--- src/sv/assert_macros.svh ---
// Assertion macros shared by the macro-op emitter modules.
// No dependencies; include by bare file name.
`ifndef ASSERT_MACROS_SVH
`define ASSERT_MACROS_SVH

// Same-cycle implication, disabled while reset is held low
`define AMOE_ASSERT_IMP(lbl, clk, rst_n, ante, cons, msg) \
    lbl: assert property (@(posedge clk) disable iff (!rst_n) (ante) |-> (cons)) \
        else $error(msg);

// Next-cycle implication, disabled while reset is held low
`define AMOE_ASSERT_NXT(lbl, clk, rst_n, ante, cons, msg) \
    lbl: assert property (@(posedge clk) disable iff (!rst_n) (ante) |=> (cons)) \
        else $error(msg);

`endif

--- src/sv/amoe_pkg.sv ---
// Shared types and constants of the AArch64 macro-op emitter.
// No dependencies.
package amoe_pkg;

    localparam int MAX_WORDS = 5;
    localparam int WCNT_W    = 3;

    localparam logic [1:0] STATUS_OK        = 2'd0;
    localparam logic [1:0] STATUS_MISALIGN  = 2'd1;
    localparam logic [1:0] STATUS_TOO_LONG  = 2'd2;
    localparam logic [1:0] STATUS_IMM_LARGE = 2'd3;

    typedef struct packed {
        logic [MAX_WORDS-1:0][31:0] words;
        logic [WCNT_W-1:0]          count;
        logic [1:0]                 status;
    } t_entry;

endpackage

--- src/sv/arm64_macro_op_emitter_core.sv ---
// Top level of the AArch64 macro-op emitter: front end, queue, back end.
// Depends on amoe_pkg, amoe_front, amoe_queue and amoe_back.
//
// Each accepted operation is expanded into one to five 32-bit AArch64 instruction
// words, or into one error result (zero word, tuser carrying the status), and kind 15
// produces nothing. The result port moves one word per cycle while m_axis_tready allows
// it. An operation has 1 word for most kinds, 2 for a byte clear,
// 1 or 2 for a mid-sized add or subtract, 3 for branches, byte ops and the NOP run,
// up to 4 for a constant and up to 5 for a large add or subtract. The front end
// expands a whole operation in the cycle it is accepted and takes a new one every
// cycle while the QUEUE_DEPTH-entry queue has room; the result register sets the
// sustained rate.
module arm64_macro_op_emitter_core #(
    parameter int QUEUE_DEPTH = 2
) (
    input  logic        i_clk,
    input  logic        i_rst_n,
    input  logic        s_axis_tvalid,
    output logic        s_axis_tready,
    // reg_req[4:0], src_reg[9:5], value[73:10], byte_imm[81:74], zero[87:82]
    input  logic [87:0] s_axis_tdata,
    // kind[3:0]
    input  logic [3:0]  s_axis_tuser,
    output logic        m_axis_tvalid,
    input  logic        m_axis_tready,
    // word[31:0]
    output logic [31:0] m_axis_tdata,
    output logic        m_axis_tlast,
    // status[1:0]
    output logic [1:0]  m_axis_tuser
);
    import amoe_pkg::*;

    t_entry w_entry;
    t_entry w_head;
    logic   w_push;
    logic   w_pop;
    logic   w_full;
    logic   w_empty;

    amoe_front u_front (
        .i_valid (s_axis_tvalid),
        .i_kind  (s_axis_tuser),
        .i_data  (s_axis_tdata),
        .i_full  (w_full),
        .o_ready (s_axis_tready),
        .o_push  (w_push),
        .o_entry (w_entry)
    );

    amoe_queue #(
        .DEPTH (QUEUE_DEPTH)
    ) u_queue (
        .i_clk   (i_clk),
        .i_rst_n (i_rst_n),
        .i_push  (w_push),
        .i_entry (w_entry),
        .i_pop   (w_pop),
        .o_full  (w_full),
        .o_empty (w_empty),
        .o_head  (w_head)
    );

    amoe_back u_back (
        .i_clk    (i_clk),
        .i_rst_n  (i_rst_n),
        .i_empty  (w_empty),
        .i_head   (w_head),
        .o_pop    (w_pop),
        .i_ready  (m_axis_tready),
        .o_valid  (m_axis_tvalid),
        .o_word   (m_axis_tdata),
        .o_last   (m_axis_tlast),
        .o_status (m_axis_tuser)
    );

endmodule

--- src/sv/amoe_front.sv ---
// Front end: unpacks one operation and expands it into its instruction words.
// Depends on amoe_pkg.
module amoe_front (
    input  logic             i_valid,
    input  logic [3:0]       i_kind,
    input  logic [87:0]      i_data,
    input  logic             i_full,
    output logic             o_ready,
    output logic             o_push,
    output amoe_pkg::t_entry o_entry
);
    import amoe_pkg::*;

    localparam logic [3:0] K_SET   = 4'd0;
    localparam logic [3:0] K_COPY  = 4'd1;
    localparam logic [3:0] K_SVC   = 4'd2;
    localparam logic [3:0] K_NOPS  = 4'd3;
    localparam logic [3:0] K_JZ    = 4'd4;
    localparam logic [3:0] K_JNZ   = 4'd5;
    localparam logic [3:0] K_INC   = 4'd6;
    localparam logic [3:0] K_DEC   = 4'd7;
    localparam logic [3:0] K_INCB  = 4'd8;
    localparam logic [3:0] K_DECB  = 4'd9;
    localparam logic [3:0] K_ADD   = 4'd10;
    localparam logic [3:0] K_SUB   = 4'd11;
    localparam logic [3:0] K_ADDB  = 4'd12;
    localparam logic [3:0] K_SUBB  = 4'd13;
    localparam logic [3:0] K_ZEROB = 4'd14;

    localparam logic [7:0] OP_ADD_IMM = 8'h91;
    localparam logic [7:0] OP_SUB_IMM = 8'hd1;
    localparam logic [7:0] OP_ADD_REG = 8'h8b;
    localparam logic [7:0] OP_SUB_REG = 8'hcb;
    localparam logic [7:0] MT_KEEP    = 8'hf2;
    localparam logic [7:0] MT_ZERO    = 8'hd2;
    localparam logic [7:0] MT_INVERT  = 8'h92;

    localparam logic [31:0] W_SVC   = 32'hd4000001;
    localparam logic [31:0] W_NOP   = 32'hd503201f;
    localparam logic [31:0] W_LDRB  = 32'h38400400;
    localparam logic [31:0] W_STRB  = 32'h38000400;
    localparam logic [31:0] W_TST   = 32'hf2401c1f;
    localparam logic [31:0] W_MOVR  = 32'haa0003e0;
    localparam logic [7:0]  OP_BCND = 8'h54;

    function automatic logic [31:0] mov_word(input logic [7:0] mt, input logic [15:0] imm,
                                             input logic [1:0] hw, input logic [4:0] rd);
        mov_word = {mt, 1'b1, hw, imm, rd};
    endfunction

    function automatic logic [31:0] arith_word(input logic [7:0] op, input logic [4:0] rd,
                                               input logic [11:0] imm, input logic sh);
        arith_word = {op, 1'b0, sh, imm, rd, rd};
    endfunction

    function automatic logic [31:0] ldrb_word(input logic [4:0] rt, input logic [4:0] rn);
        ldrb_word = W_LDRB | {22'd0, rn, rt};
    endfunction

    function automatic logic [31:0] strb_word(input logic [4:0] rt, input logic [4:0] rn);
        strb_word = W_STRB | {22'd0, rn, rt};
    endfunction

    logic [3:0]  w_kind;
    logic [4:0]  w_reg;
    logic [4:0]  w_src;
    logic [63:0] w_val;
    logic [7:0]  w_bimm;
    logic [4:0]  w_aux;
    logic [4:0]  w_set_rd;
    logic        w_neg;
    logic [15:0] w_dflt;
    logic [7:0]  w_lead;
    logic [3:0][31:0] w_sw;
    logic [2:0]  w_sn;
    logic        w_found;
    logic [15:0] w_part;
    logic [7:0]  w_op_imm;
    logic [7:0]  w_op_reg;
    logic        w_is_sub;
    logic [18:0] w_ofs;
    t_entry      w_e;

    assign w_kind = i_kind;
    assign w_reg  = i_data[4:0];
    assign w_src  = i_data[9:5];
    assign w_val  = i_data[73:10];
    assign w_bimm = i_data[81:74];
    assign w_aux  = (w_reg == 5'd17) ? 5'd16 : 5'd17;

    // Constant build: MOVZ or MOVN for the first non-default halfword, MOVK after
    always_comb begin
        w_set_rd = (w_kind == K_SET) ? w_reg : w_aux;
        w_neg    = w_val[63];
        w_dflt   = w_neg ? 16'hffff : 16'h0000;
        w_lead   = w_neg ? MT_INVERT : MT_ZERO;
        w_sw     = '0;
        w_sn     = '0;
        w_found  = 1'b0;
        w_part   = '0;
        for (int i = 0; i < 4; i++) begin
            w_part = w_val[16*i +: 16];
            if (w_part != w_dflt) begin
                if (!w_found) begin
                    w_sw[w_sn[1:0]] = mov_word(w_lead, w_neg ? ~w_part : w_part, 2'(i),
                                               w_set_rd);
                end else begin
                    w_sw[w_sn[1:0]] = mov_word(MT_KEEP, w_part, 2'(i), w_set_rd);
                end
                w_found = 1'b1;
                w_sn    = w_sn + 3'd1;
            end
        end
        if (!w_found) begin
            w_sw[0] = mov_word(w_lead, 16'h0000, 2'd0, w_set_rd);
            w_sn    = 3'd1;
        end
    end

    assign w_is_sub = (w_kind == K_SUB) || (w_kind == K_DEC) || (w_kind == K_DECB) ||
                      (w_kind == K_SUBB);
    assign w_op_imm = w_is_sub ? OP_SUB_IMM : OP_ADD_IMM;
    assign w_op_reg = w_is_sub ? OP_SUB_REG : OP_ADD_REG;
    assign w_ofs    = w_val[20:2] + 19'd1;

    always_comb begin
        w_e        = '0;
        w_e.status = STATUS_OK;
        unique case (w_kind)
            K_SET: begin
                w_e.words[3:0] = w_sw;
                w_e.count      = w_sn;
            end
            K_COPY: begin
                w_e.words[0] = W_MOVR | {11'd0, w_src, 11'd0, w_reg};
                w_e.count    = 3'd1;
            end
            K_SVC: begin
                w_e.words[0] = W_SVC;
                w_e.count    = 3'd1;
            end
            K_NOPS: begin
                w_e.words[0] = W_NOP;
                w_e.words[1] = W_NOP;
                w_e.words[2] = W_NOP;
                w_e.count    = 3'd3;
            end
            K_JZ, K_JNZ: begin
                if (w_val[1:0] != 2'b00) begin
                    w_e.status = STATUS_MISALIGN;
                    w_e.count  = 3'd1;
                end else if ((w_val[63:44] != 20'h00000) && (w_val[63:44] != 20'hfffff)) begin
                    w_e.status = STATUS_TOO_LONG;
                    w_e.count  = 3'd1;
                end else begin
                    w_e.words[0] = ldrb_word(w_aux, w_reg);
                    w_e.words[1] = W_TST | {22'd0, w_aux, 5'd0};
                    w_e.words[2] = {OP_BCND, w_ofs, 4'd0, (w_kind == K_JNZ)};
                    w_e.count    = 3'd3;
                end
            end
            K_INC, K_DEC: begin
                w_e.words[0] = arith_word(w_op_imm, w_reg, 12'd1, 1'b0);
                w_e.count    = 3'd1;
            end
            K_INCB, K_DECB, K_ADDB, K_SUBB: begin
                w_e.words[0] = ldrb_word(w_aux, w_reg);
                w_e.words[1] = arith_word(w_op_imm, w_aux,
                                          ((w_kind == K_ADDB) || (w_kind == K_SUBB)) ?
                                          {4'd0, w_bimm} : 12'd1, 1'b0);
                w_e.words[2] = strb_word(w_aux, w_reg);
                w_e.count    = 3'd3;
            end
            K_ADD, K_SUB: begin
                if (w_val[63:12] == '0) begin
                    w_e.words[0] = arith_word(w_op_imm, w_reg, w_val[11:0], 1'b0);
                    w_e.count    = 3'd1;
                end else if (w_val[63:24] == '0) begin
                    w_e.words[0] = arith_word(w_op_imm, w_reg, w_val[23:12], 1'b1);
                    w_e.words[1] = arith_word(w_op_imm, w_reg, w_val[11:0], 1'b0);
                    w_e.count    = (w_val[11:0] != '0) ? 3'd2 : 3'd1;
                end else if (w_val[63] || (w_val[62:0] == '1)) begin
                    w_e.status = STATUS_IMM_LARGE;
                    w_e.count  = 3'd1;
                end else begin
                    for (int k = 0; k < MAX_WORDS; k++) begin
                        if (3'(k) < w_sn) begin
                            w_e.words[k] = w_sw[k[1:0]];
                        end else if (3'(k) == w_sn) begin
                            w_e.words[k] = {w_op_reg, 3'd0, w_aux, 6'd0, w_reg, w_reg};
                        end
                    end
                    w_e.count = w_sn + 3'd1;
                end
            end
            K_ZEROB: begin
                w_e.words[0] = mov_word(MT_ZERO, 16'h0000, 2'd0, w_aux);
                w_e.words[1] = strb_word(w_aux, w_reg);
                w_e.count    = 3'd2;
            end
            default: begin
                w_e.count = 3'd0;
            end
        endcase
    end

    assign o_ready = !i_full;
    assign o_push  = i_valid && !i_full && (w_e.count != 3'd0);
    assign o_entry = w_e;

endmodule

--- src/sv/amoe_queue.sv ---
// Short queue of expanded operations between front and back end.
// Depends on amoe_pkg and assert_macros.svh.
`include "assert_macros.svh"
module amoe_queue #(
    parameter int DEPTH = 2
) (
    input  logic             i_clk,
    input  logic             i_rst_n,
    input  logic             i_push,
    input  amoe_pkg::t_entry i_entry,
    input  logic             i_pop,
    output logic             o_full,
    output logic             o_empty,
    output amoe_pkg::t_entry o_head
);
    import amoe_pkg::*;

    localparam int PTR_W = (DEPTH > 1) ? $clog2(DEPTH) : 1;
    localparam int CNT_W = $clog2(DEPTH + 1);

    t_entry             r_slot [DEPTH];
    logic [PTR_W-1:0]   r_wr_ptr;
    logic [PTR_W-1:0]   r_rd_ptr;
    logic [CNT_W-1:0]   r_count;
    logic [PTR_W-1:0]   n_wr_ptr;
    logic [PTR_W-1:0]   n_rd_ptr;
    logic [CNT_W-1:0]   n_count;

    assign o_full  = (r_count == CNT_W'(DEPTH));
    assign o_empty = (r_count == '0);
    assign o_head  = r_slot[r_rd_ptr];

    always_comb begin
        n_wr_ptr = r_wr_ptr;
        n_rd_ptr = r_rd_ptr;
        if (i_push) begin
            n_wr_ptr = (r_wr_ptr == PTR_W'(DEPTH - 1)) ? '0 : r_wr_ptr + 1'b1;
        end
        if (i_pop) begin
            n_rd_ptr = (r_rd_ptr == PTR_W'(DEPTH - 1)) ? '0 : r_rd_ptr + 1'b1;
        end
        n_count = r_count + CNT_W'(i_push) - CNT_W'(i_pop);
    end

    always_ff @(posedge i_clk) begin
        if (!i_rst_n) begin
            r_wr_ptr <= '0;
            r_rd_ptr <= '0;
            r_count  <= '0;
        end else begin
            r_wr_ptr <= n_wr_ptr;
            r_rd_ptr <= n_rd_ptr;
            r_count  <= n_count;
        end
    end

    always_ff @(posedge i_clk) begin
        if (i_push) begin
            r_slot[r_wr_ptr] <= i_entry;
        end
    end

    `AMOE_ASSERT_IMP(a_no_overflow, i_clk, i_rst_n, i_push, !o_full, "push into full queue")
    `AMOE_ASSERT_IMP(a_no_underflow, i_clk, i_rst_n, i_pop, !o_empty, "pop from empty queue")

endmodule

--- src/sv/amoe_back.sv ---
// Back end: walks the queued words of each operation out through a result register.
// Depends on amoe_pkg and assert_macros.svh.
`include "assert_macros.svh"
module amoe_back (
    input  logic             i_clk,
    input  logic             i_rst_n,
    input  logic             i_empty,
    input  amoe_pkg::t_entry i_head,
    output logic             o_pop,
    input  logic             i_ready,
    output logic             o_valid,
    output logic [31:0]      o_word,
    output logic             o_last,
    output logic [1:0]       o_status
);
    import amoe_pkg::*;

    logic              r_valid;
    logic [31:0]       r_word;
    logic              r_last;
    logic [1:0]        r_status;
    logic [WCNT_W-1:0] r_idx;
    logic [WCNT_W-1:0] n_idx;
    logic              w_take;
    logic              w_load;
    logic              w_is_last;

    assign w_take    = !r_valid || i_ready;
    assign w_load    = w_take && !i_empty;
    assign w_is_last = (r_idx == (i_head.count - 3'd1));
    assign o_pop     = w_load && w_is_last;
    assign n_idx     = w_is_last ? '0 : r_idx + 3'd1;

    always_ff @(posedge i_clk) begin
        if (!i_rst_n) begin
            r_valid <= 1'b0;
            r_idx   <= '0;
        end else if (w_load) begin
            r_valid <= 1'b1;
            r_idx   <= n_idx;
        end else if (w_take) begin
            r_valid <= 1'b0;
        end
    end

    always_ff @(posedge i_clk) begin
        if (w_load) begin
            r_word   <= i_head.words[r_idx];
            r_last   <= w_is_last;
            r_status <= i_head.status;
        end
    end

    assign o_valid  = r_valid;
    assign o_word   = r_word;
    assign o_last   = r_last;
    assign o_status = r_status;

    `AMOE_ASSERT_IMP(a_idx_in_range, i_clk, i_rst_n, !i_empty, r_idx < i_head.count,
        "word index beyond entry")
    `AMOE_ASSERT_NXT(a_idx_rewind, i_clk, i_rst_n, o_pop, r_idx == '0,
        "index not rewound after last word")
    `AMOE_ASSERT_IMP(a_error_form, i_clk, i_rst_n, r_valid && (r_status != STATUS_OK),
        r_last && (r_word == '0), "error result not a lone zero word")

endmodule

--- config.mk ---
export PLATFORM = sky130hd
export DESIGN_NAME = arm64_macro_op_emitter_core
export DESIGN_NICKNAME = d
export VERILOG_FILES = /design/src/sv/amoe_pkg.sv /design/src/sv/arm64_macro_op_emitter_core.sv /design/src/sv/amoe_front.sv /design/src/sv/amoe_queue.sv /design/src/sv/amoe_back.sv
export VERILOG_INCLUDE_DIRS = /design/src /design/src/sv
export SDC_FILE = /design/constraint.sdc
export NUM_CORES = 1
export LEC_CHECK = 0
export ABC_AREA = 1
export BUFFER_PORTS_ARGS = -buffer_cell sky130_fd_sc_hd__buf_2
export CELL_PAD_IN_SITES_DETAIL_PLACEMENT = 2
export CELL_PAD_IN_SITES_GLOBAL_PLACEMENT = 2
export CORE_ASPECT_RATIO = 2
export CORE_UTILIZATION = 34
export DETAILED_ROUTE_END_ITERATION = 6
export GPL_ROUTABILITY_DRIVEN = 0
export PLACE_DENSITY = 0.78
export SETUP_SLACK_MARGIN = 0.5
export SYNTH_ARGS = -nofsm -noshare
export SYNTH_HDL_FRONTEND = slang
export SYNTH_SLANG_ARGS = --single-unit
--- constraint.sdc ---
create_clock -name i_clk -period 12.9 [get_ports i_clk]
set_clock_uncertainty 0.2 [all_clocks]
set_input_delay 2.58 -clock i_clk [delete_from_list [all_inputs] [get_ports i_clk]]
set_output_delay 2.58 -clock i_clk [all_outputs]
set_load 0.02 [all_outputs]
==> results of run 1 <==
==> per-layer routing <==
metal	global-route usage, %	share of wire [%]
met1	32.44	34
met2	57.03	51
met3	3.674	4.7
met4	29.07	10
met5	0	0
==> state kept, by name, indices dropped and copies added (netlist names), named ones only <==
register,flops
u_back.o_last,1
u_back.o_status,2
u_back.o_valid,1
u_back.o_word,32
u_back.r_idx,3
u_queue.r_count,2
u_queue.r_rd_ptr,1
u_queue.r_slot,312
u_queue.r_wr_ptr,1
==> report_power, final <==
part           internal, µW  switching [µW]  total, µW  leakage, µW
clock                   522             468        990     0.000504
sequential             1550            66.6       1610      0.00339
combinational           301             849       1150      0.00514
==> through the flow <==
stage          hold slack (ns)  setup slack (ns)
6_report                0.2852             3.890
5_1_grt                 0.3043             3.544
4_1_cts                 0.2881             3.879
3_5_place_dp            0.2721             3.307
3_3_place_gp            0.2559             3.524
2_1_floorplan           0.2432             2.657
==> synthesized netlist by cell type, types with 7 or more instances <==
library cell and count:
edfxtp_1 347, o21ai_1 31, a31oi_1 7, nor2_1 304, xor2_1 30, nand3_1 98, buf_4 7, o21bai_1 7
buf_2 19, o221ai_1 38, nand4_1 30, clkbuf_1 86, a31o_2 8, o211ai_1 36, o21ai_0 324, nand2_1 463
nor3_1 31, a21oi_1 86, mux2i_1 19, dfxtp_1 9, inv_1 214, o22ai_1 46, nor2_2 7, nand2_2 14
ha_1 18, inv_2 10, xnor2_1 18
==> logic make-up (layout without fill, tap and decap cells) <==
| family | after synthesis | in the layout |
|---|---|---|
| simple gates | 976 | 976 |
| compound gates | 619 | 619 |
| flops | 356 | 356 |
| buf+inv | 352 | 441 |
| xor+xnor | 49 | 49 |
| fa+ha+maj | 19 | 19 |
| mux | 19 | 19 |
==> final cells by class <==
cell class	count	area, µm²
well taps	774	968.4
multi-input cells	1682	8626
clock inverters	17	141.4
clock buffers	40	894.6
inverters	230	875.8
repair buffers	154	853.3
fillers	6702	36940
flip-flops and latches	356	10610
==> worst paths after layout <==
check | from | endpoint | slack (ns) | cells after the start
worst min-delay path | u_queue.r_rd_ptr$_SDFFE_PN0P_ | u_queue.r_rd_ptr$_SDFFE_PN0P_ | 0.29 | 2
worst max-delay path | s_axis_tdata[73] | u_queue.r_slot[1][15]$_DFFE_PP_ | 3.89 | 24
worst max register to register | u_back.r_idx[0]$_SDFFE_PN0P_ | u_back.o_word[22]$_DFFE_PP_ | 9.16 | 9
worst min register to register | u_queue.r_rd_ptr$_SDFFE_PN0P_ | u_queue.r_rd_ptr$_SDFFE_PN0P_ | 0.29 | 2
==> worst register-to-register path, stage by stage (launching register included) <==
cell and delay [ns]:
dfxtp_2 0.31, buf_4 0.34, buf_4 0.49, clkinv_1 0.55, buf_4 0.46, nor3_1 0.35
o21ai_0 0.21, o21ai_0 0.21, a21oi_1 0.12, o22ai_1 0.28
==> results.py, run 1 <==
metrics = {
    "global_routing": {
        "grt_use_total_pct": 32.00,
        "grt_max_degree": 157,
        "antenna_found_initial": 0,
        "grt_remaining_overflow": 0,
        "grt_pass1_wl_mm": 141.1,
        "grt_pass1_vias": 20730,
    },
    "synthesis": {
        "ys_async_sr_fraction_pct": 0,
        "avgSynthCellArea_um2": 8.623,
        "synth-seq-cells": 356,
        "synth_compound_area_share_pct": 17.36,
        "synth_mux_area_share_pct": 0.9228,
        "synth_xor_area_share_pct": 2.119,
        "synth_top_family_by_area": "simple AND/OR/NAND/NOR gates",
        "synth_adder_area_share_pct": 1.190,
        "yosys.cell_types.count": 63,
        "netlist_area_um2": 20610,
        "yosys.area_share.simple_pct": 20.15,
        "syn_nets": 2505,
        "synthCells": 2390,
        "synth_area_leader_cell": "edfxtp_1",
        "yosys_warnings": 0,
        "synth_enable_flop_cells": 347,
        "seq_area_frac_synth_pct": 51.44,
        "yosys.area.top_type_share_pct": 50.56,
        "ys_top_cells_by_area": "edfxtp_1, nand2_1, o21ai_0",
        "ys.flop_type": "edfxtp_1",
    },
    "timing": {
        "setup_tns_ns": 0,
        "layout_min_cycle_time_ns": 9.010,
        "max_freq_ghz": 0.1110,
        "hold_viol": 0,
        "setup_viol_count_final": 0,
        "maxSlewHeadroom_pct": 17.26,
        "tightest_slew_ns": 1.237,
        "report.final.slew_viol_count": 0,
        "period_share_pct": 69.85,
        "rsz0062_at_grt": "no",
    },
    "placement": {
        "postPlaceCellArea_um2": 21930,
        "port_buffers": 126,
        "dpl.hpwl_mm": 74.60,
        "dpl.cell_count": 3196,
    },
    "worst_setup_path": {
        "cp_slowest_cell": "buf_4",
        "worstPathArrival_ns": 8.99,
        "crit_fanout": 67,
        "cpMostUsedCell": "nand2_1",
        "critical_path.cell_chain": "buf_2 -> buf_4 -> xor2_1 -> nor2_1 -> nand2_1 -> nor2_1 -> nand2_2 -> clkinv_1 -> fa_1 -> ha_1 -> nand2_1 -> nand3_4 -> inv_2 -> ha_1 -> inv_1 -> nand4_1 -> nand2_1 -> nand2_1 -> nand2_1 -> inv_1 -> nand3_1 -> nand3_1 -> inv_6 -> buf_4",
        "crit_required_ns": 12.88,
        "crit_path_max_incr_delay_ns": 0.79,
        "end_kind": "flip-flop",
        "crit_path_start_kind": "input pin",
        "crit_buf_inv": 8,
        "path_class": "in -> reg",
        "cp_top_family": "buffers and inverters",
    },
    "cells_and_area": {
        "final_cells": 3253,
        "syn_to_final_growth_pct": 11.44,
        "fin_nets": 2573,
        "mostFrequentLayoutCells": "nand2_1, edfxtp_1, o21ai_0",
        "drive_gt1_share_pct": 11.13,
        "design_area_um2": 22970,
        "antennaDiodeCount": 0,
        "final_common_cell": "nand2_1",
        "fin_util_pct": 38.34,
    },
    "clock_network": {
        "cts_hold_buf": 0,
        "cts_setup_buffers": 0,
        "cts-resized-gates": 0,
        "cts_buffers": 34,
        "clock_sinks": 356,
        "htree_levels": 2,
        "clockBufferDepth": 3,
        "root_buffer": "clkbuf_16",
        "clk_latency_ns": 0.56,
        "tritoncts": "built",
        "cts.reportedPaths.clkPinSlew_ns": 0.07,
    },
    "pwr": {
        "power_density_nw_per_um2": 163.5,
        "power_leakage_uw": 0.009030,
        "finalPower_uw": 3754,
        "ir_drop_v": 0.0001077,
    },
    "die": {
        "start_util_pct": 34.40,
        "die_y_um": 350.2,
        "die_area_um2": 61660,
        "die_width_um": 176.1,
        "rows": 127,
        "fp.coreArea_um2": 59910,
        "io_pins": 133,
    },
    "routing": {
        "drc": 0,
        "vias": 19370,
        "drt-initial-drc-count": 1338,
        "post_drt_wl_per_cell_um": 30.23,
        "wirelength_mm": 98.34,
        "dr.pass1.iters": 5,
        "vias_per_cell": 5.954,
        "ant_nets": 0,
    },
    "outcome": {
        "status": "completed",
    },
    "min_path": {
        "hold_class": "reg -> reg",
    },
    "job": {
        "cap_violations": 0,
    },
}
(Power assumes the default switching activity.)
==> inputs of run 2 (changes only) <==
==> constraint.sdc (replaced) <==
create_clock -name i_clk -period 7.9 [get_ports i_clk]
set_clock_uncertainty 0.2 [all_clocks]
set_input_delay 1.58 -clock i_clk [delete_from_list [all_inputs] [get_ports i_clk]]
set_output_delay 1.58 -clock i_clk [all_outputs]
set_load 0.02 [all_outputs]
==> run 2 against run 1 <==
- non-clock buffer count rose by 34
- wire length rose by 2.1%
- critical path depth fell by 1
- setup slack got worse by 2.9 ns
- cell area rose by 1.4%
- sequential cell count did not move
- core utilization rose by 0.52 points
- combinational power rose by 67%
==> results.py, run 2 (synthesis gave the netlist of run 1 again) <==
metrics = {
    "clock_network": {
        "tritoncts": "built",
        "cts.reportedPaths.clkPinSlew_ns": 0.07,
        "cts_hold_buf": 0,
        "root_buffer": "clkbuf_16",
        "cts-resized-gates": 0,
        "clock_sinks": 356,
        "cts_setup_buffers": 0,
        "clockBufferDepth": 3,
        "htree_levels": 1,
        "clk_latency_ns": 0.60,
        "cts_buffers": 31,
    },
    "global_routing": {
        "grtUsageMet2_pct": 59.18,
        "grt_pass1_wl_mm": 144.6,
        "grt_max_degree": 94,
        "grt_use_total_pct": 32.71,
        "met1_usage_pct": 32.60,
        "grt_remaining_overflow": 0,
        "grt_pass1_vias": 21290,
        "globalRoute.busiestLayer": "met2",
        "grtUsageMet3_pct": 3.923,
        "antenna_found_initial": 2,
    },
    "cells_and_area": {
        "mostFrequentLayoutCells": "nand2_1, edfxtp_1, o21ai_0",
        "fin_nets": 2604,
        "fillCellCount": 6740,
        "drive_gt1_share_pct": 12.41,
        "seq_area_um2": 10610,
        "multi_input_area_um2": 8676,
        "largest_reg_flops": 312,
        "final_cells": 3289,
        "final_common_cell": "nand2_1",
        "syn_to_final_growth_pct": 12.96,
        "fin_util_pct": 38.86,
        "regMostFlops": "u_queue.r_slot",
    },
    "pwr": {
        "p_switching_uw": 2210,
        "combPwrFrac_pct": 31.8,
        "ir_drop_v": 0.0001401,
        "switching_share_pct": 36.56,
        "internal_power_uw": 3835,
        "power_density_nw_per_um2": 259.7,
        "seqPwrFrac_pct": 43.3,
        "p_clk_share_pct": 24.9,
        "power_leakage_uw": 0.009194,
    },
    "routing": {
        "post_drt_wl_per_cell_um": 30.52,
        "wirelength_mm": 100.4,
        "ant_nets": 0,
        "vias": 19520,
        "drc": 0,
        "vias_per_cell": 5.933,
        "drt-initial-drc-count": 1277,
        "dr.pass1.iters": 5,
    },
    "outcome": {
        "status": "completed",
    },
    "timing": {
        "hold_viol": 0,
        "report.final.slew_viol_count": 0,
        "maxSlewHeadroom_pct": 3.688,
        "max_freq_ghz": 0.1452,
        "setup_viol_count_final": 0,
        "period_share_pct": 87.18,
        "rsz0062_at_grt": "no",
        "fin_ws_ns": 1.013,
        "setup_tns_ns": 0,
        "layout_min_cycle_time_ns": 6.887,
        "tightest_slew_ns": 1.440,
    },
    "die": {
        "die_y_um": 350.2,
        "die_width_um": 176.1,
        "start_util_pct": 34.40,
        "die_area_um2": 61660,
        "fp.coreArea_um2": 59910,
        "rows": 127,
        "io_pins": 133,
    },
    "placement": {
        "place_ws_ns": 0.5489,
        "port_buffers": 126,
        "dpl.cell_count": 3230,
        "dpl.hpwl_mm": 77.75,
    },
    "worst_setup_path": {
        "crit_fanout": 56,
        "worstPathArrival_ns": 6.98,
        "crit_required_ns": 8.00,
        "path_class": "in -> reg",
        "crit_path_start_kind": "input pin",
        "end_kind": "flip-flop",
    },
    "job": {
        "cap_violations": 0,
    },
    "min_path": {
        "hold_class": "reg -> reg",
    },
}
-- run 2: cell count changes in the layout (fill, tap and decap cells not counted), moves of 2 or more --
cell	previous run	this run
buf_4	27	56
xnor2_1	18	14
inv_6	3	1
xnor2_2	1	5
clkbuf_1	5	11
clkbuf_16	35	31
buf_12	1	7
-- run 2: worst max-delay path, cell delays in order --
cell and delay (ns):
buf_4 0.55, inv_2 0.35, nand2_1 0.16, nand2_1 0.10, nor2_1 0.22, and2_1 0.18, nand3_2 0.09, inv_2 0.22
fa_1 0.54, ha_1 0.32, nand2_2 0.10, nand3_4 0.16, inv_4 0.14, ha_4 0.20, nand2_1 0.06, nand2_1 0.05
nand2_1 0.10, nand2_1 0.05, nor2_1 0.32, nand3_1 0.26, nand3_2 0.18, clkinvlp_4 0.48, buf_12 0.41
-- run 2: area by class of cell --
type	count	area share, %
sequential	356	45.56
inverter	230	3.789
clock buffer	42	3.510
tap	774	4.160
timing repair buffer	188	5.095
antenna	1	0.01075
clock inverter	16	0.6020
multi-input combinational	1682	37.27
-- run 2: final timing paths --
path | cells past startpoint | from | to | slack, ns
setup / recovery | 23 | s_axis_tdata[73] | u_queue.r_slot[1][79]$_DFFE_PP_ | 1.01
hold / removal | 2 | u_queue.r_rd_ptr$_SDFFE_PN0P_ | flip-flop | 0.29
setup reg to reg | 13 | flip-flop | u_queue.r_count[1]$_SDFF_PN0_ | 4.45
hold reg to reg | 2 | u_queue.r_rd_ptr$_SDFFE_PN0P_ | flip-flop | 0.29
-- run 2: per-stage QoR --
stage / total power, µW / area, µm² / hold WS, ns
6_report: 6045 / 23280 / 0.2852
2_1_floorplan: 3757 / 20700 / 0.2432
4_1_cts: 6087 / 23280 / 0.2851
5_1_grt: 6293 / 23280 / 0.3034
3_5_place_dp: 4588 / 22320 / 0.2761
3_3_place_gp: 4444 / 22320 / 0.2548
-- run 2: per-layer routing --
metal  vias to the layer above  wire (µm)
li1                       8491          -
met1                      9922      33450
met2                       753      51880
met3                       347       4643
met4                         2      10400
met5                         -         13
-- run 2: power groups by stage --
stage | Combinational [µW] | Sequential [µW] | Clock (µW)
6_report | 1920 | 2620 | 1510
5_1_grt | 2080 | 2650 | 1570
4_1_cts | 1940 | 2620 | 1520
3_5_place_dp | 1930 | 2660 | 0
3_3_place_gp | 1820 | 2630 | 0
2_1_floorplan | 981 | 2780 | 0
==> inputs of run 3 (changes only) <==
--- a/config.mk
+++ b/config.mk
@@ -11,11 +11,12 @@
 export CELL_PAD_IN_SITES_DETAIL_PLACEMENT = 2
 export CELL_PAD_IN_SITES_GLOBAL_PLACEMENT = 2
 export CORE_ASPECT_RATIO = 2
-export CORE_UTILIZATION = 34
+export CORE_UTILIZATION = 35
 export DETAILED_ROUTE_END_ITERATION = 6
 export GPL_ROUTABILITY_DRIVEN = 0
-export PLACE_DENSITY = 0.78
+export PLACE_DENSITY_LB_ADDON = 0.1
 export SETUP_SLACK_MARGIN = 0.5
 export SYNTH_ARGS = -nofsm -noshare
 export SYNTH_HDL_FRONTEND = slang
+export SYNTH_HIERARCHICAL = 1
 export SYNTH_SLANG_ARGS = --single-unit
==> run 3 against run 2 <==
- die area is 5.6% higher
- fmax is 1.4% higher
- via count is 0.95% higher
- sequential cell count is 18 higher
- sequential power is 5% higher
- synthesized cell count is 6.2% higher
- register-to-register slack worse by 0.55 ns
==> results.py, run 3 <==
metrics = {
    "outcome": {
        "status": "completed",
    },
    "routing": {
        "drt-initial-drc-count": 1024,
        "dr.pass1.iters": 5,
        "ant_nets": 0,
        "vias": 19700,
        "drc": 0,
        "wirelength_mm": 103.1,
        "vias_per_cell": 5.672,
        "post_drt_wl_per_cell_um": 29.70,
    },
    "timing": {
        "layout_min_cycle_time_ns": 6.793,
        "setup_viol_count_final": 0,
        "max_freq_ghz": 0.1472,
        "period_share_pct": 85.99,
        "maxSlewHeadroom_pct": 17.70,
        "setup_tns_ns": 0,
        "rsz0062_at_grt": "no",
        "report.final.slew_viol_count": 0,
        "hold_viol": 0,
        "tightest_slew_ns": 1.222,
    },
    "cells_and_area": {
        "largest_reg_flops": 330,
        "syn_to_final_growth_pct": 12.10,
        "fillCellCount": 7148,
        "mostFrequentLayoutCells": "nand2_1, edfxtp_1, inv_1",
        "final_common_cell": "nand2_1",
        "drive_gt1_share_pct": 17.84,
        "regMostFlops": "u_queue/r_slot",
        "fin_nets": 2773,
    },
    "synthesis": {
        "yosysMostFrequentCell": "nand2_1",
        "ys_top_cells_by_area": "edfxtp_1, nand2_1, mux2_2",
        "synthCells": 2538,
        "netlist_area_um2": 22420,
        "synth_area_leader_cell": "edfxtp_1",
        "yosys.area.top_type_share_pct": 48.88,
        "ys_async_sr_fraction_pct": 0,
        "seq_area_frac_synth_pct": 49.68,
        "synth_enable_flop_cells": 365,
        "synth-seq-cells": 374,
        "yosys_warnings": 6,
        "yosys.cell_types.count": 51,
        "netlist_top_cells_count": "nand2_1, edfxtp_1, inv_1",
        "ys.flop_type": "edfxtp_1",
        "avgSynthCellArea_um2": 8.835,
    },
    "die": {
        "start_util_pct": 35.53,
        "rows": 130,
        "fp.coreArea_um2": 63110,
        "die_width_um": 181.0,
        "die_y_um": 360.0,
        "die_area_um2": 65140,
        "io_pins": 133,
    },
    "global_routing": {
        "grt_pass1_wl_mm": 147.8,
        "antenna_found_initial": 1,
        "grt_pass1_vias": 21570,
        "grt_use_total_pct": 31.68,
        "grt_max_degree": 71,
        "grt_remaining_overflow": 0,
    },
    "clock_network": {
        "cts.reportedPaths.clkPinSlew_ns": 0.07,
        "cts_setup_buffers": 0,
        "cts_hold_buf": 0,
        "cts-resized-gates": 0,
        "clockBufferDepth": 3,
        "htree_levels": 2,
        "tritoncts": "built",
        "cts_buffers": 34,
        "root_buffer": "clkbuf_16",
        "clock_sinks": 374,
        "clk_latency_ns": 0.55,
    },
    "worst_setup_path": {
        "worstPathArrival_ns": 6.76,
        "r2r.worst_path.cells": 17,
        "crit_path_start_kind": "input pin",
        "r2r-end": "u_queue/r_count[1]$_SDFF_PN0_",
        "r2r_setup_slack_ns": 3.90,
        "crit_fanout": 32,
        "path_class": "in -> reg",
        "crit_required_ns": 7.87,
        "end_kind": "flip-flop",
    },
    "placement": {
        "dpl.hpwl_mm": 81.78,
        "port_buffers": 126,
    },
    "job": {
        "cap_violations": 0,
    },
    "min_path": {
        "hold_start": "u_queue/r_rd_ptr$_SDFFE_PN0P_",
        "hold_path_end": "u_queue/r_rd_ptr$_SDFFE_PN0P_",
        "hold_class": "reg -> reg",
        "min_delay_path_depth": 2,
    },
    "pwr": {
        "power_density_nw_per_um2": 252.5,
        "ir_drop_v": 0.0001353,
        "finalPower_uw": 6348,
        "power_leakage_uw": 0.01058,
    },
}
-- run 3: changes by cell type after synthesis, sizes merged, moves of 34 or more --
cell | previous run | this run
nand2 | 482 | 715
clkbuf | 86 | 39
nand3 | 106 | 211
mux2 | 0 | 165
o22ai | 46 | 12
buf | 36 | 80
o221ai | 38 | 0
nor2 | 313 | 199
o21ai | 358 | 210
-- run 3: metal layers --
metal  share of wire, %  vias to the layer above  global-route usage (%)  wire length [µm]
li1                   -                     8842                       -                 -
met1                 34                     9935                   31.25             35140
met2                 51                      621                   57.24             53020
met3                3.6                      302                   3.510              3758
met4                 11                        0                   29.94             11230
met5                  0                        -                       0                 0
-- run 3: worst max path at each step --
stage,endpoint,depth (start not counted),slack (ns),start
global route,u_queue/r_slot[0][106]$_DFFE_PP_,25,0.83,s_axis_tdata[73]
global placement,u_queue/r_slot[0][41]$_DFFE_PP_,24,0.71,s_axis_tdata[73]
detailed placement,u_queue/r_slot[0][46]$_DFFE_PP_,24,0.60,s_axis_tdata[73]
floorplan,u_queue/r_slot[0][0]$_DFFE_PP_,21,0.09,s_axis_tdata[73]
finish,u_queue/r_slot[0][106]$_DFFE_PP_,21,1.11,s_axis_tdata[73]
CTS,u_queue/r_slot[0][106]$_DFFE_PP_,24,1.16,s_axis_tdata[73]
-- run 3: report_power, final --
part	switching [µW]	internal [µW]
Combinational	1250	627
Clock	763	951
Sequential	122	2640
Total	2130	4220
-- run 3: area by class of cell --
type                    instances  area, µm²  area share, %
inverters                     257      968.4          3.853
clock inverters                22      232.7         0.9259
diodes                          1      2.502       0.009956
clock buffers                  39      890.9          3.544
well taps                     792      991.0          3.942
flip-flops and latches        374      11150          44.34
multi-input cells            1789       9635          38.33
repair buffers                199       1269          5.048
-- run 3: kinds of logic after synthesis --
group	count (synthesis)	share of synthesized area [%]
flip-flops	374	49.68
buffers and inverters	376	7.767
multiplexers	165	8.286
AO/OA/AOI/OAI	347	8.538
XOR/XNOR	38	1.484
adder cells (fa/ha/maj)	22	1.261
other	1	0.01672
AND/OR/NAND/NOR	1215	22.96
-- run 3: worst max-delay path: stages --
cell     delay [ns]
buf_4          0.35
inv_2          0.39
nand2_1        0.19
nand3_1        0.09
nor2_1         0.19
nand4_1        0.48
fa_1           0.83
ha_1           0.28
or2_1          0.25
nand2_2        0.12
nor2_4         0.07
ha_1           0.29
nand2_1        0.05
nor2_1         0.09
nor2_1         0.06
nand2_1        0.18
nor2_1         0.09
a21oi_2        0.25
inv_1          0.10
nor2_4         0.29
buf_4          0.47
-- run 3: through the flow --
| step | worst slack, ns | utilization [%] | std cells | hold slack [ns] | area [µm²] |
|---|---|---|---|---|---|
| after floorplan | 0.09142 | - | 2539 | 0.2664 | 22570 |
| after global placement | 0.7127 | 38.04 | 3411 | 0.2789 | 24010 |
| after detailed placement | 0.6005 | 38.04 | 3411 | 0.2988 | 24010 |
| after CTS | 1.162 | 39.82 | 3472 | 0.3145 | 25130 |
| after global routing | 0.8254 | 39.82 | 3472 | 0.3377 | 25130 |
| final | 1.107 | 39.83 | 3473 | 0.3064 | 25140 |
